[src/mml_pkg.sv]
// Package of types, constants and helper functions for the MML token sequencer.
`timescale 1ns / 1ps
package mml_pkg;

    localparam int NumChannelsDef = 16;
    localparam int ChordNotesDef  = 8;
    localparam logic [15:0] TpqReset = 16'd192;

    typedef enum logic [3:0] {
        OP_NOTE   = 4'd0,
        OP_REST   = 4'd1,
        OP_OCTAVE = 4'd2,
        OP_UP     = 4'd3,
        OP_DOWN   = 4'd4,
        OP_LENGTH = 4'd5,
        OP_TEMPO  = 4'd6,
        OP_VOLUME = 4'd7,
        OP_CHAN   = 4'd8,
        OP_CSTART = 4'd9,
        OP_CEND   = 4'd10,
        OP_DOT    = 4'd11,
        OP_TIE    = 4'd12,
        OP_PAN    = 4'd13,
        OP_PROG   = 4'd14,
        OP_EOF    = 4'd15
    } op_t;

    typedef enum logic [2:0] {
        EV_NOTE_ON  = 3'd0,
        EV_NOTE_OFF = 3'd1,
        EV_TEMPO    = 3'd2,
        EV_CC       = 3'd3,
        EV_PROGRAM  = 3'd4,
        EV_END      = 3'd5
    } ev_t;

    typedef enum logic [3:0] {
        ST_IDLE,
        ST_DECODE,
        ST_DIV,
        ST_APPLY,
        ST_REL_ON,
        ST_REL_OFF,
        ST_CH_ON,
        ST_CH_OFF,
        ST_CH_ADV,
        ST_EMIT,
        ST_END,
        ST_CLEAR
    } state_t;

    // Request to the shared divider and its answer.
    typedef struct packed {
        logic        start;
        logic [25:0] dividend;
        logic [9:0]  divisor;
    } div_req_t;

    typedef struct packed {
        logic        done;
        logic [25:0] quotient;
    } div_rsp_t;

    localparam logic [25:0] MicrosPerMinute = 26'd60000000;

    // Semitone offset of a note letter; unlisted letters count as C.
    function automatic logic [3:0] semitone(input logic [2:0] letter);
        case (letter)
            3'd1: semitone = 4'd2;
            3'd2: semitone = 4'd4;
            3'd3: semitone = 4'd5;
            3'd4: semitone = 4'd7;
            3'd5: semitone = 4'd9;
            3'd6: semitone = 4'd11;
            default: semitone = 4'd0;
        endcase
    endfunction

    // MIDI velocity for a volume, volume times 127 over 15, truncated.
    function automatic logic [6:0] velocity_of(input logic [9:0] volume);
        logic [3:0] v;
        v = (volume > 10'd15) ? 4'd15 : volume[3:0];
        case (v)
            4'd1:  velocity_of = 7'd8;
            4'd2:  velocity_of = 7'd16;
            4'd3:  velocity_of = 7'd25;
            4'd4:  velocity_of = 7'd33;
            4'd5:  velocity_of = 7'd42;
            4'd6:  velocity_of = 7'd50;
            4'd7:  velocity_of = 7'd59;
            4'd8:  velocity_of = 7'd67;
            4'd9:  velocity_of = 7'd76;
            4'd10: velocity_of = 7'd84;
            4'd11: velocity_of = 7'd93;
            4'd12: velocity_of = 7'd101;
            4'd13: velocity_of = 7'd110;
            4'd14: velocity_of = 7'd118;
            4'd15: velocity_of = 7'd127;
            default: velocity_of = 7'd0;
        endcase
    endfunction

endpackage

[src/mml_token_to_midi_events.sv]
// MML token sequencer: lexed tokens in, timed MIDI events out.
// A token that divides (note, rest, tempo) waits for the serial divider; other
// tokens go through decode and, for most, apply, plus one output state per event emitted.
// One token is worked at a time; s_ready is low while a token is in progress.
// End of song, and reset, run a clearing pass that restores channel state.
// Synchronous active-low reset clears the control state and sets 192 ticks per quarter.
`timescale 1ns / 1ps
module mml_token_to_midi_events #(
    parameter int NUM_CHANNELS = mml_pkg::NumChannelsDef,
    parameter int CHORD_NOTES  = mml_pkg::ChordNotesDef
) (
    input  logic        aclk,
    input  logic        aresetn,
    input  logic        cfg_we,
    input  logic [15:0] cfg_wdata,
    input  logic        s_valid,
    output logic        s_ready,
    input  logic [3:0]  s_op,
    input  logic [9:0]  s_amount,
    input  logic [2:0]  s_note_letter,
    input  logic signed [1:0] s_accidental,
    input  logic [6:0]  s_note_length,
    input  logic        s_dotted,
    output logic        m_valid,
    input  logic        m_ready,
    output logic [2:0]  m_event_kind,
    output logic [3:0]  m_event_channel,
    output logic [31:0] m_event_tick,
    output logic [6:0]  m_key_or_number,
    output logic [6:0]  m_velocity_or_value,
    output logic [21:0] m_tempo_micros,
    output logic        m_last
);
    localparam int CW = (NUM_CHANNELS > 1) ? $clog2(NUM_CHANNELS) : 1;
    localparam int NW = (CHORD_NOTES > 1) ? $clog2(CHORD_NOTES) : 1;
    localparam int KW = $clog2(CHORD_NOTES + 1);
    localparam logic [CW:0] ChanLast = (CW+1)'(NUM_CHANNELS - 1);

    // Configuration register.
    logic [15:0] tpq_reg;
    always_ff @(posedge aclk) begin
        if (!aresetn) tpq_reg <= mml_pkg::TpqReset;
        else if (cfg_we) tpq_reg <= cfg_wdata;
    end

    // Per-channel state.
    logic [3:0]  oct_reg  [NUM_CHANNELS];
    logic [6:0]  dlen_reg [NUM_CHANNELS];
    logic        ddot_reg [NUM_CHANNELS];
    logic [6:0]  vel_reg  [NUM_CHANNELS];
    logic [31:0] tick_reg [NUM_CHANNELS];
    logic [6:0]  ckey_reg [CHORD_NOTES];
    logic [23:0] cdur_reg [CHORD_NOTES];

    mml_pkg::state_t state_reg, state_next;
    logic [CW-1:0] cur_reg, cur_next;
    logic [31:0] high_reg, high_next;
    logic        pv_reg, pv_next, tie_reg, tie_next;
    logic [6:0]  pkey_reg, pkey_next;
    logic [31:0] pdur_reg, pdur_next;
    logic        inch_reg, inch_next;
    logic [KW-1:0] ccnt_reg, ccnt_next;
    logic [NW:0] idx_reg, idx_next;
    logic [31:0] longest_reg, longest_next;
    logic [CW:0] clr_reg, clr_next;

    // Latched token.
    logic [3:0] op_reg; logic [9:0] amt_reg; logic [2:0] let_reg;
    logic signed [1:0] acc_reg; logic [6:0] len_reg; logic dot_reg;
    logic tok_done_reg, tok_done_next; // token work done after releases

    // Output register.
    logic        ov_reg, ov_next;
    logic [2:0]  okind_reg, okind_next;
    logic [3:0]  och_reg, och_next;
    logic [31:0] otick_reg, otick_next;
    logic [6:0]  okey_reg, okey_next, oval_reg, oval_next;
    logic [21:0] omic_reg, omic_next;
    logic        olast_reg, olast_next;

    // Per-channel write strobes.
    logic        ch_we;
    logic [3:0]  w_oct; logic [6:0] w_dlen; logic w_ddot; logic [6:0] w_vel;
    logic [31:0] w_tick;
    logic        tick_we, chord_we;

    mml_pkg::div_req_t dreq;
    mml_pkg::div_rsp_t drsp;
    mml_divider u_div (.aclk(aclk), .aresetn(aresetn), .req(dreq), .rsp(drsp));

    // Derived values for the current token.
    logic [6:0] eff_len; logic eff_dot; logic [9:0] tempo_cl;
    logic [8:0] keyw; logic signed [9:0] keys; logic [6:0] key_cl;
    logic [25:0] dur_dot;
    logic [31:0] cur_tick, rel_dur, adv_tick;
    logic [NW-1:0] ci;
    logic [31:0] cd;
    always_comb begin
        eff_len = (len_reg > 7'd64) ? 7'd64 : len_reg;
        eff_dot = dot_reg;
        if (eff_len == 7'd0) begin
            eff_len = dlen_reg[cur_reg];
            eff_dot = dot_reg | ddot_reg[cur_reg];
        end
        if (eff_len == 7'd0) eff_len = 7'd4;
        tempo_cl = (amt_reg < 10'd20) ? 10'd20 : ((amt_reg > 10'd600) ? 10'd600 : amt_reg);
        keyw = 9'(oct_reg[cur_reg] + 4'd1) * 9'd12;
        keys = $signed({1'b0, keyw}) + $signed({6'd0, mml_pkg::semitone(let_reg)})
             + 10'(acc_reg);
        key_cl = keys[9] ? 7'd0 : ((keys > 10'sd127) ? 7'd127 : keys[6:0]);
        dur_dot = eff_dot ? 26'((27'(drsp.quotient) * 27'd3) >> 1) : drsp.quotient;
        cur_tick = tick_reg[cur_reg];
        ci = idx_reg[NW-1:0];
        cd = {8'd0, cdur_reg[ci]};
        rel_dur = pdur_reg;
        adv_tick = cur_tick + pdur_reg;
    end

    // Sequencer.
    always_comb begin
        state_next = state_reg; cur_next = cur_reg; high_next = high_reg;
        pv_next = pv_reg; tie_next = tie_reg; pkey_next = pkey_reg; pdur_next = pdur_reg;
        inch_next = inch_reg; ccnt_next = ccnt_reg; idx_next = idx_reg;
        longest_next = longest_reg; clr_next = clr_reg; tok_done_next = tok_done_reg;
        ov_next = ov_reg; okind_next = okind_reg; och_next = och_reg;
        otick_next = otick_reg; okey_next = okey_reg; oval_next = oval_reg;
        omic_next = omic_reg; olast_next = olast_reg;
        ch_we = 1'b0; w_oct = oct_reg[cur_reg]; w_dlen = dlen_reg[cur_reg];
        w_ddot = ddot_reg[cur_reg]; w_vel = vel_reg[cur_reg];
        tick_we = 1'b0; w_tick = cur_tick; chord_we = 1'b0;
        dreq.start = 1'b0; dreq.dividend = {8'd0, tpq_reg, 2'b00};
        dreq.divisor = {3'd0, eff_len};
        s_ready = 1'b0;
        if (ov_reg && m_ready) ov_next = 1'b0;

        case (state_reg)
            mml_pkg::ST_IDLE: begin
                s_ready = 1'b1;
                if (s_valid) state_next = mml_pkg::ST_DECODE;
            end
            mml_pkg::ST_DECODE: begin
                tok_done_next = 1'b0;
                if (inch_reg) begin
                    if (op_reg == mml_pkg::OP_NOTE) begin
                        if (32'(ccnt_reg) < 32'(CHORD_NOTES)) begin
                            dreq.start = 1'b1;
                            state_next = mml_pkg::ST_DIV;
                        end else state_next = mml_pkg::ST_IDLE;
                    end else if (op_reg == mml_pkg::OP_CEND || op_reg == mml_pkg::OP_EOF) begin
                        idx_next = '0; longest_next = '0;
                        state_next = mml_pkg::ST_CH_ON;
                    end else state_next = mml_pkg::ST_IDLE;
                end else if (pv_reg && op_reg == mml_pkg::OP_TIE) begin
                    tie_next = 1'b1; state_next = mml_pkg::ST_IDLE;
                end else if (pv_reg && !(op_reg == mml_pkg::OP_NOTE && tie_reg)) begin
                    state_next = mml_pkg::ST_REL_ON;
                end else begin
                    state_next = mml_pkg::ST_APPLY;
                end
                if (state_next == mml_pkg::ST_APPLY &&
                    (op_reg == mml_pkg::OP_NOTE || op_reg == mml_pkg::OP_REST)) begin
                    dreq.start = 1'b1; state_next = mml_pkg::ST_DIV;
                end
                if (state_next == mml_pkg::ST_APPLY && op_reg == mml_pkg::OP_TEMPO) begin
                    dreq.start = 1'b1; dreq.dividend = mml_pkg::MicrosPerMinute;
                    dreq.divisor = tempo_cl; state_next = mml_pkg::ST_DIV;
                end
            end
            mml_pkg::ST_DIV: begin
                if (drsp.done) begin
                    if (inch_reg) begin
                        chord_we = 1'b1; ccnt_next = ccnt_reg + 1'b1;
                        state_next = mml_pkg::ST_IDLE;
                    end else if (op_reg == mml_pkg::OP_TEMPO) begin
                        state_next = mml_pkg::ST_EMIT;
                    end else if (op_reg == mml_pkg::OP_REST) begin
                        tick_we = 1'b1; w_tick = cur_tick + 32'(dur_dot);
                        if (w_tick > high_reg) high_next = w_tick;
                        state_next = mml_pkg::ST_IDLE;
                    end else if (pv_reg) begin
                        pdur_next = pdur_reg + 32'(dur_dot); tie_next = 1'b0;
                        state_next = mml_pkg::ST_IDLE;
                    end else begin
                        pv_next = 1'b1; tie_next = 1'b0; pkey_next = key_cl;
                        pdur_next = 32'(dur_dot); state_next = mml_pkg::ST_IDLE;
                    end
                end
            end
            mml_pkg::ST_REL_ON: begin
                if (!ov_next) begin
                    ov_next = 1'b1; okind_next = mml_pkg::EV_NOTE_ON;
                    och_next = 4'(cur_reg); otick_next = cur_tick; okey_next = pkey_reg;
                    oval_next = vel_reg[cur_reg]; omic_next = '0; olast_next = 1'b0;
                    state_next = mml_pkg::ST_REL_OFF;
                end
            end
            mml_pkg::ST_REL_OFF: begin
                if (!ov_next) begin
                    ov_next = 1'b1; okind_next = mml_pkg::EV_NOTE_OFF;
                    otick_next = (rel_dur == 0) ? cur_tick : adv_tick - 32'd1;
                    oval_next = '0;
                    olast_next = !(op_reg == mml_pkg::OP_TEMPO || op_reg == mml_pkg::OP_PAN
                                 || op_reg == mml_pkg::OP_PROG || op_reg == mml_pkg::OP_EOF);
                    tick_we = 1'b1; w_tick = adv_tick;
                    if (adv_tick > high_reg) high_next = adv_tick;
                    pv_next = 1'b0; tie_next = 1'b0;
                    state_next = mml_pkg::ST_APPLY;
                    if (op_reg == mml_pkg::OP_NOTE || op_reg == mml_pkg::OP_REST) begin
                        dreq.start = 1'b1; state_next = mml_pkg::ST_DIV;
                    end
                    if (op_reg == mml_pkg::OP_TEMPO) begin
                        dreq.start = 1'b1; dreq.dividend = mml_pkg::MicrosPerMinute;
                        dreq.divisor = tempo_cl; state_next = mml_pkg::ST_DIV;
                    end
                end
            end
            mml_pkg::ST_CH_ON: begin
                if (idx_reg >= (NW+1)'(ccnt_reg)) begin
                    state_next = mml_pkg::ST_CH_ADV;
                end else if (!ov_next) begin
                    ov_next = 1'b1; okind_next = mml_pkg::EV_NOTE_ON;
                    och_next = 4'(cur_reg); otick_next = cur_tick; okey_next = ckey_reg[ci];
                    oval_next = vel_reg[cur_reg]; omic_next = '0; olast_next = 1'b0;
                    if (cd > longest_reg) longest_next = cd;
                    state_next = mml_pkg::ST_CH_OFF;
                end
            end
            mml_pkg::ST_CH_OFF: begin
                if (!ov_next) begin
                    ov_next = 1'b1; okind_next = mml_pkg::EV_NOTE_OFF;
                    otick_next = (cd == 0) ? cur_tick : cur_tick + cd - 32'd1;
                    oval_next = '0;
                    olast_next = (idx_reg + 1'b1 == (NW+1)'(ccnt_reg))
                                 && op_reg != mml_pkg::OP_EOF;
                    idx_next = idx_reg + 1'b1;
                    state_next = mml_pkg::ST_CH_ON;
                end
            end
            mml_pkg::ST_CH_ADV: begin
                tick_we = 1'b1; w_tick = cur_tick + longest_reg;
                if (w_tick > high_reg) high_next = w_tick;
                inch_next = 1'b0; ccnt_next = '0;
                state_next = (op_reg == mml_pkg::OP_EOF) ? mml_pkg::ST_END
                                                         : mml_pkg::ST_IDLE;
            end
            mml_pkg::ST_APPLY: begin
                state_next = mml_pkg::ST_IDLE;
                ch_we = 1'b1;
                case (op_reg)
                    mml_pkg::OP_OCTAVE: w_oct = (amt_reg > 10'd8) ? 4'd8 : amt_reg[3:0];
                    mml_pkg::OP_UP:   if (w_oct < 4'd8) w_oct = w_oct + 4'd1;
                    mml_pkg::OP_DOWN: if (w_oct > 4'd0) w_oct = w_oct - 4'd1;
                    mml_pkg::OP_LENGTH: begin
                        w_dlen = (amt_reg == 0) ? 7'd1 : ((amt_reg > 10'd64) ? 7'd64
                                                                : amt_reg[6:0]);
                        w_ddot = dot_reg;
                    end
                    mml_pkg::OP_VOLUME: w_vel = mml_pkg::velocity_of(amt_reg);
                    mml_pkg::OP_CHAN: begin
                        if (amt_reg == 0) cur_next = '0;
                        else if (amt_reg > 10'(NUM_CHANNELS)) cur_next = ChanLast[CW-1:0];
                        else cur_next = CW'(amt_reg - 10'd1);
                    end
                    mml_pkg::OP_CSTART: begin inch_next = 1'b1; ccnt_next = '0; end
                    mml_pkg::OP_PAN, mml_pkg::OP_PROG: state_next = mml_pkg::ST_EMIT;
                    mml_pkg::OP_EOF: state_next = mml_pkg::ST_END;
                    default: ;
                endcase
            end
            mml_pkg::ST_EMIT: begin
                if (!ov_next) begin
                    ov_next = 1'b1; och_next = 4'(cur_reg); otick_next = cur_tick;
                    okey_next = '0; oval_next = '0; omic_next = '0; olast_next = 1'b1;
                    if (op_reg == mml_pkg::OP_TEMPO) begin
                        okind_next = mml_pkg::EV_TEMPO; och_next = '0;
                        omic_next = drsp.quotient[21:0];
                    end else if (op_reg == mml_pkg::OP_PAN) begin
                        okind_next = mml_pkg::EV_CC; okey_next = 7'd10;
                        oval_next = (amt_reg > 10'd127) ? 7'd127 : amt_reg[6:0];
                    end else begin
                        okind_next = mml_pkg::EV_PROGRAM;
                        okey_next = (amt_reg > 10'd127) ? 7'd127 : amt_reg[6:0];
                    end
                    state_next = mml_pkg::ST_IDLE;
                end
            end
            mml_pkg::ST_END: begin
                if (!ov_next) begin
                    ov_next = 1'b1; okind_next = mml_pkg::EV_END; och_next = '0;
                    otick_next = high_reg; okey_next = '0; oval_next = '0;
                    omic_next = '0; olast_next = 1'b1;
                    clr_next = '0; state_next = mml_pkg::ST_CLEAR;
                end
            end
            mml_pkg::ST_CLEAR: begin
                cur_next = clr_reg[CW-1:0];
                if (clr_reg == ChanLast) state_next = mml_pkg::ST_IDLE;
                clr_next = clr_reg + 1'b1;
                high_next = '0; pv_next = 1'b0; tie_next = 1'b0; pkey_next = '0;
                pdur_next = '0; inch_next = 1'b0; ccnt_next = '0;
                if (clr_reg == ChanLast) cur_next = '0;
            end
            default: state_next = mml_pkg::ST_IDLE;
        endcase
        if (tok_done_reg) tok_done_next = 1'b0;
    end

    // Control registers.
    always_ff @(posedge aclk) begin
        if (!aresetn) begin
            state_reg <= mml_pkg::ST_CLEAR; clr_reg <= '0; cur_reg <= '0;
            high_reg <= '0; pv_reg <= 1'b0; tie_reg <= 1'b0; inch_reg <= 1'b0;
            ccnt_reg <= '0; idx_reg <= '0; ov_reg <= 1'b0; tok_done_reg <= 1'b0;
            pkey_reg <= '0; pdur_reg <= '0; longest_reg <= '0;
        end else begin
            state_reg <= state_next; clr_reg <= clr_next; cur_reg <= cur_next;
            high_reg <= high_next; pv_reg <= pv_next; tie_reg <= tie_next;
            inch_reg <= inch_next; ccnt_reg <= ccnt_next; idx_reg <= idx_next;
            ov_reg <= ov_next; tok_done_reg <= tok_done_next;
            pkey_reg <= pkey_next; pdur_reg <= pdur_next; longest_reg <= longest_next;
        end
        okind_reg <= okind_next; och_reg <= och_next; otick_reg <= otick_next;
        okey_reg <= okey_next; oval_reg <= oval_next; omic_reg <= omic_next;
        olast_reg <= olast_next;
        if (s_valid && s_ready) begin
            op_reg <= s_op; amt_reg <= s_amount; let_reg <= s_note_letter;
            acc_reg <= s_accidental; len_reg <= s_note_length; dot_reg <= s_dotted;
        end
    end

    // Channel and chord storage; the clearing pass restores one channel a cycle.
    always_ff @(posedge aclk) begin
        if (state_reg == mml_pkg::ST_CLEAR) begin
            oct_reg[clr_reg[CW-1:0]]  <= 4'd4;
            dlen_reg[clr_reg[CW-1:0]] <= 7'd4;
            ddot_reg[clr_reg[CW-1:0]] <= 1'b0;
            vel_reg[clr_reg[CW-1:0]]  <= 7'd100;
            tick_reg[clr_reg[CW-1:0]] <= '0;
        end else begin
            if (ch_we) begin
                oct_reg[cur_reg] <= w_oct; dlen_reg[cur_reg] <= w_dlen;
                ddot_reg[cur_reg] <= w_ddot; vel_reg[cur_reg] <= w_vel;
            end
            if (tick_we) tick_reg[cur_reg] <= w_tick;
        end
        if (chord_we) begin
            ckey_reg[ccnt_reg[NW-1:0]] <= key_cl;
            cdur_reg[ccnt_reg[NW-1:0]] <= dur_dot[23:0];
        end
    end

    assign m_valid = ov_reg;
    assign m_event_kind = okind_reg;
    assign m_event_channel = och_reg;
    assign m_event_tick = otick_reg;
    assign m_key_or_number = okey_reg;
    assign m_velocity_or_value = oval_reg;
    assign m_tempo_micros = omic_reg;
    assign m_last = olast_reg;
endmodule

[src/mml_divider.sv]
// Restoring divider, one quotient bit per cycle, shared by durations and tempo.
`timescale 1ns / 1ps
module mml_divider (
    input  logic                aclk,
    input  logic                aresetn,
    input  mml_pkg::div_req_t   req,
    output mml_pkg::div_rsp_t   rsp
);
    logic [25:0] quot_reg, quot_next;
    logic [9:0]  rem_reg, rem_next;
    logic [9:0]  dsr_reg, dsr_next;
    logic [4:0]  cnt_reg, cnt_next;
    logic        busy_reg, busy_next;
    logic        done_reg, done_next;
    logic [10:0] trial;

    // One shift and subtract step per cycle.
    always_comb begin
        quot_next = quot_reg;
        rem_next  = rem_reg;
        dsr_next  = dsr_reg;
        cnt_next  = cnt_reg;
        busy_next = busy_reg;
        done_next = 1'b0;
        trial     = {rem_reg, quot_reg[25]} - {1'b0, dsr_reg};
        if (req.start) begin
            quot_next = req.dividend;
            rem_next  = '0;
            dsr_next  = req.divisor;
            cnt_next  = 5'd25;
            busy_next = 1'b1;
        end else if (busy_reg) begin
            if (!trial[10]) begin
                rem_next = trial[9:0];
            end else begin
                rem_next = {rem_reg[8:0], quot_reg[25]};
            end
            quot_next = {quot_reg[24:0], ~trial[10]};
            cnt_next  = cnt_reg - 5'd1;
            if (cnt_reg == 5'd0) begin
                busy_next = 1'b0;
                done_next = 1'b1;
            end
        end
    end

    always_ff @(posedge aclk) begin
        if (!aresetn) begin
            busy_reg <= 1'b0;
            done_reg <= 1'b0;
            cnt_reg  <= '0;
        end else begin
            busy_reg <= busy_next;
            done_reg <= done_next;
            cnt_reg  <= cnt_next;
        end
        quot_reg <= quot_next;
        rem_reg  <= rem_next;
        dsr_reg  <= dsr_next;
    end

    assign rsp.done     = done_reg;
    assign rsp.quotient = quot_reg;
endmodule

[config.mk]
export PLATFORM = sky130hd
export DESIGN_NAME = mml_token_to_midi_events
export DESIGN_NICKNAME = d
export VERILOG_FILES = /design/src/mml_pkg.sv /design/src/mml_token_to_midi_events.sv /design/src/mml_divider.sv
export SDC_FILE = /design/constraint.sdc
export NUM_CORES = 2
export LEC_CHECK = 0
export BUFFER_PORTS_ARGS = -buffer_cell sky130_fd_sc_hd__buf_2
export CAP_MARGIN = 10
export CORE_ASPECT_RATIO = 1.25
export CORE_MARGIN = 1.5
export CORE_UTILIZATION = 25
export DETAILED_ROUTE_END_ITERATION = 12
export PLACE_DENSITY = 0.41
export SLEW_MARGIN = 25
export SYNTH_ARGS = -nofsm -noshare
export SYNTH_HDL_FRONTEND = slang
export SYNTH_SLANG_ARGS = --single-unit
[constraint.sdc]
create_clock -name aclk -period 26.5 [get_ports aclk]
set_input_delay 5.3 -clock aclk [delete_from_list [all_inputs] [get_ports aclk]]
set_output_delay 5.3 -clock aclk [all_outputs]
set_load 0.01 [all_outputs]
# ---- After elaboration in Yosys (flattened, before gate mapping)
# Memory sizes are Yosys's and may differ from the RTL's. A register that Yosys moved wholly into a read port is not among the register bits.
# Cells that the tools add are included.
dict set report word_totals {
  ff_bits 300
  ram_bits 1064
  romBits 112
  input_bits 48
  out_inout_bits 78
  elab_cells 458
  n_memories 8
}
# name words width rd rd_clocked_by_memory_dff wr line
set memory_table {}
lappend memory_table {tick_reg 16 32 1 1 1 mml_token_to_midi_events.sv:51} ;# logic [31:0] tick_reg [NUM_CHANNELS];
lappend memory_table {cdur_reg 8 24 1 1 1 mml_token_to_midi_events.sv:53} ;# logic [23:0] cdur_reg [CHORD_NOTES];
lappend memory_table {{(no name shown)} 16 7 1 0 0 mml_pkg.sv:83} ;# case (v)
lappend memory_table {dlen_reg 16 7 1 1 1 mml_token_to_midi_events.sv:48} ;# logic [6:0] dlen_reg [NUM_CHANNELS];
lappend memory_table {vel_reg 16 7 1 1 1 mml_token_to_midi_events.sv:50} ;# logic [6:0] vel_reg [NUM_CHANNELS];
lappend memory_table {oct_reg 16 4 1 1 1 mml_token_to_midi_events.sv:47} ;# logic [3:0] oct_reg [NUM_CHANNELS];
lappend memory_table {{+2 memories} n/a n/a n/a n/a n/a n/a}
dict set report classes {
  add_sub_neg 18
  n_mul 2
  magnitude_cmp 17
  eq_ne 67
  n_mux 234
  bitwise_logic 4
  n_reduce_logical 74
}
# operator n
set op_table {}
lappend op_table {{2-to-1 mux 32 bit} 32}
lappend op_table {{2-to-1 mux 4 bit} 56}
lappend op_table {{2-to-1 mux 7 bit} 31}
lappend op_table {{case mux 32 bit (5 select lines)} 1}
lappend op_table {{case mux 32 bit (2 select lines)} 2}
lappend op_table {{case mux 32 bit (4 select lines)} 1}
lappend op_table {{2-to-1 mux 37 bit} 3}
lappend op_table {{> comparator 32 bit} 3}
lappend op_table {{case mux 32 bit (3 select lines)} 1}
lappend op_table {{2-to-1 mux 22 bit} 4}
lappend op_table {{2-to-1 mux 26 bit} 3}
lappend op_table {{case mux 37 bit (2 select lines)} 1}
lappend op_table {{case mux 22 bit (3 select lines)} 1}
lappend op_table {{adder 32 x 26 -> 32 bit} 2}
lappend op_table {{adder 32 bit} 2}
lappend op_table {{logical NOT 32 bit} 2}
lappend op_table {{subtractor 32 x 1 -> 32 bit (second input constant)} 2}
lappend op_table {{2-to-1 mux 1 bit} 58}
lappend op_table {{inequality test 2 bit (second input constant)} 28}
lappend op_table {{case mux 7 bit (4 select lines)} 2}
lappend op_table {{case mux 4 bit (12 select lines)} 1}
lappend op_table {{== test 4 bit (second input constant)} 11}
lappend op_table {{2-to-1 mux 3 bit} 14}
lappend op_table {{adder 32 x 24 -> 32 bit} 1}
lappend op_table {{other kinds (74)} 154}

# ---- Logic depth before layout (Yosys ltp)
dict set report logic_depth {
  ltp_word 17
  depth_mapped 39
  depth_no_buf 38
}

# ---- Hierarchy
# A second synthesis with hierarchy kept.
dict set report unflattened {
  hier_cells 5204
  hier_area_um2 69489.1
}
# module instances cells_each area_per_inst_um2 seq_area_each_um2
set by_module_without_submodules {}
lappend by_module_without_submodules {mml_token_to_midi_events 1 4965 66684.0 37906.4}
lappend by_module_without_submodules {mml_divider 1 239 2805.2 1421.4}

# ---- Worst setup path before layout
# Ideal clock, no wire load.
dict set report synth_path {
  path_type {flip-flop to flip-flop}
  from {reg (tool-made name)}
  to {reg high_reg[28]}
  setup_time_ns 0.136
  t_arrival_ns 8.823
  required_time_ns 26.364
  path_slack_ns 17.541
  path_stages_with_launch 35
  path_buffers 9
  period_less_slack_ns 8.959
  cell_sequence {dfxtp_1 buf_2 buf_4 buf_2 buf_2 buf_2 buf_1 buf_2 mux4_2 mux4_2 ha_1 fa_1 a211oi_1 o21ai_0 a31o_2 o311ai_0 a21oi_1 a221o_1 nand4_1 a21oi_1 and3_1 xnor2_1 ha_1 nand4_1 nor2_1 nand3_1 nor3_1 nand2_1 a21oi_1 a21oi_1 and3_1 nor4_1 clkbuf_1 buf_1 o32ai_2}
}
# item line
set synth_lines {}
lappend synth_lines {{end signal, assigned} mml_token_to_midi_events.sv:317} ;# high_reg <= high_next; pv_reg <= pv_next; tie_reg <= tie_next;
lappend synth_lines {{end, declared} mml_token_to_midi_events.sv:57} ;# logic [31:0] high_reg, high_next;

==> metrics.md <==
| Metric | Value |
|---|---|
| Clock-pin slew on the worst setup and hold paths | `0.06 ns` |
| Setup violators final | `0` |
| Most common cell in the netlist | `edfxtp_1` |
| Vias in the first global route | `47200` |
| Clock share of power | `18.1%` |
| Seq pwr share | `26.5%` |
| Psw | `5.25 mW` |
| Worst path arrival time | `11.15 ns` |
| Worst Skew | `0.0625 ns` |
| DRT antenna net count | `0` |
| Row Count | `215` |
| Post-CTS Resized | `0` |
| DRT iter0 DRCs | `3737` |
| Core area | `275000 sq um` |
| Postcts setup bufs | `0` |
| Final WL | `251000 um` |
| Synth top area cells | `edfxtp_1, mux4_2, ha_1` |
| CP max stage cell | `dfxtp_4` |
| Kind of critical path | `flop to flop` |
| Largest net degree at the start of global routing | `60` |
| Status | `finished clean` |
| Post-synthesis simple-gate area fraction | `8.29%` |
| CTS sink cnt | `1363` |
| Top FF cell, synth | `edfxtp_1` |
| Mux contribution to synthesized area | `11.8%` |
| Number of synthesized flops with an enable pin | `1203` |
| Net count, final | `5895` |
| CTS Buf Count | `155` |
| Clock Latency Late Sink | `0.83 ns` |
| Buf+Inv Stages, Crit Path | `4` |
| Routed via count | `46500` |
| Sequential-to-total area share from yosys stat | `56.8%` |
| Final worst path period share | `39.7%` |
| First-pass GRT wire length | `353000 um` |
| Final Util | `29.2%` |
| Slew Limit Fails | `0` |
| Peak supply drop | `0.138 mV` |
| Async S/R FF share, synth | `0%` |
| Final min period | `10.52 ns` |
| Initial antenna violation count | `22` |
| Dpl hpwl | `177000 um` |
| Wire per inst | `27.0 um` |
| Yosys cell types | `97` |
| CP peak stage delay | `0.89 ns` |
| Syn Inst Count | `5250` |
| I/O pin cnt | `126` |
| Hold Violations, Final | `0` |
| Post-layout instance area | `80400 sq um` |
| Setup TNS | `0 ns` |
| Pwr per Cell Area | `145 nW/um^2` |
| Clock Tree Buf Depth | `4` |
| Synth Register Bits | `1363` |
| Slew margin rel. | `22.7%` |
| Synth Area in XOR/XNOR | `2.45%` |
| Grt total ovfl | `0` |
| Tot GR Track Use | `17.5%` |
| Initial core utilization | `25.2%` |
| Number of I/O port buffers | `125` |
| Syn nets | `5666` |
| Combinational Power Share | `55.4%` |
| TritonCTS clock tree | `built` |
| Post-placement cell area | `75400 sq um` |
| Avg Inst Size Synth | `13.2 sq um` |
| Max-capacitance violation count | `0` |
| WP data required | `27.13 ns` |
| 1st-pass router iterations | `9` |
| Net Sw Frac | `45.0%` |
| Commonest cells in the netlist | `edfxtp_1, nor2_1, ha_1` |
| Syn. warnings | `0` |
| Final RePlAce weighted congestion | `0.912` |
| Die Ht | `592 um` |
| CP endpoint kind | `flop` |
| Die Area | `280000 sq um` |
| DR vias/cell | `5.00` |
| # H-tree levels | `4` |
| Pwr Total | `11.7 mW` |
| Startpoint Class | `flop` |
| Max Clk Rate | `95.0 MHz` |
| Share of cells above drive strength 1 | `17.5%` |
| DRC Markers | `0` |
| Cell internal pwr | `6.42 mW` |
| Post-synthesis adder-cell area fraction | `6.77%` |
| Largest family of logic cells by synthesized area | `multiplexers` |
| Post-CTS Hold Buffers | `0` |
| Synth-to-layout area growth | `16.0%` |
| Leakage power | `27.7 nW` |
| Complex-gate fraction of the synthesized area | `11.1%` |
| Root Driver | `clkbuf_16` |
| Worst hold path type | `flop to flop` |
| Worst Max-Slew Pin Slew | `1.15 ns` |
| RSZ-0062 raised after global routing | `false` |
| Peak fanout along the critical path | `59` |
| Post-Syn Area | `69300 sq um` |
| Synth top area share | `52.1%` |
| Die X | `474 um` |
| Max reg flops | `512` |
| Kind of cell adding the most delay to the critical path | `compound AO/OA/AOI/OAI gates` |
| Cell taking the most area after synthesis | `edfxtp_1` |
==> tightest hold or removal path: cells and delay by family, from the launching register on <==
kind,cells,cell delay (ns)
flops,1,0.31
compound gates,1,0.07
simple gates,1,0.06
==> routing by layer <==
| layer | GRT usage, % | routed length (um) | up-vias |
|---|---|---|---|
| met1 | 21.1 | 100000 | 23800 |
| met2 | 31.0 | 126000 | 1403 |
| li1 | - | - | 20800 |
| met5 | 0 | 26 | - |
| met3 | 1.95 | 10900 | 407 |
| met4 | 8.43 | 13500 | 6 |
==> final cells by class <==
type	count	area, sq um
inverters	277	1040
diodes	18	45.0
flip-flops and latches	1363	39400
well taps	3689	4620
clock buffers	195	4190
multi-input cells	3384	28500
repair buffers	298	1950
clock inverters	76	659
fillers	27900	195000
==> through the flow <==
stage,hold slack [ns],cells,setup slack (ns)
global placement,0.467,9008,15.83
detailed placement,0.471,9011,15.91
global route,0.507,9299,15.22
floorplan,0.436,5250,17.54
finish,0.484,9300,15.98
CTS,0.481,9282,15.85
==> worst paths after layout <==
path | startpoint | end | slack, ns | depth (start not counted)
worst max-delay path | flop | high_reg[21] | 15.98 | 27
worst min-delay path | high_reg[24] | high_reg[24] | 0.48 | 2
worst max register to register | flop | high_reg[21] | 15.98 | 27
worst min register to register | high_reg[24] | high_reg[24] | 0.48 | 2
==> cells by family after synthesis <==
kind of cell,count (synthesis)
simple gates,1219
mux,427
flops,1363
compound gates,1178
xor+xnor,191
buf+inv,503
fa+ha+maj,369
==> cells in the final DEF, fill, tap and decap left out, types with 120 or more instances in the layout <==
master,instances
inv_1,276
buf_2,126
mux4_2,313
nor2_1,347
o21ai_0,242
dfxtp_1,152
ha_1,358
xnor2_1,120
a21oi_1,309
edfxtp_1,1203
nand2_1,326
buf_4,170
clkbuf_16,160
==> power groups by stage <==
stage	Combinational [mW]	Sequential (mW)	Clock (mW)
6_report	6.46	3.09	2.11
5_1_grt	7.04	3.12	2.25
4_1_cts	6.44	3.10	2.18
3_5_place_dp	6.40	3.15	0
3_3_place_gp	6.38	3.14	0
2_1_floorplan	4.17	3.06	0
Power figures use the tool's default switching activity.
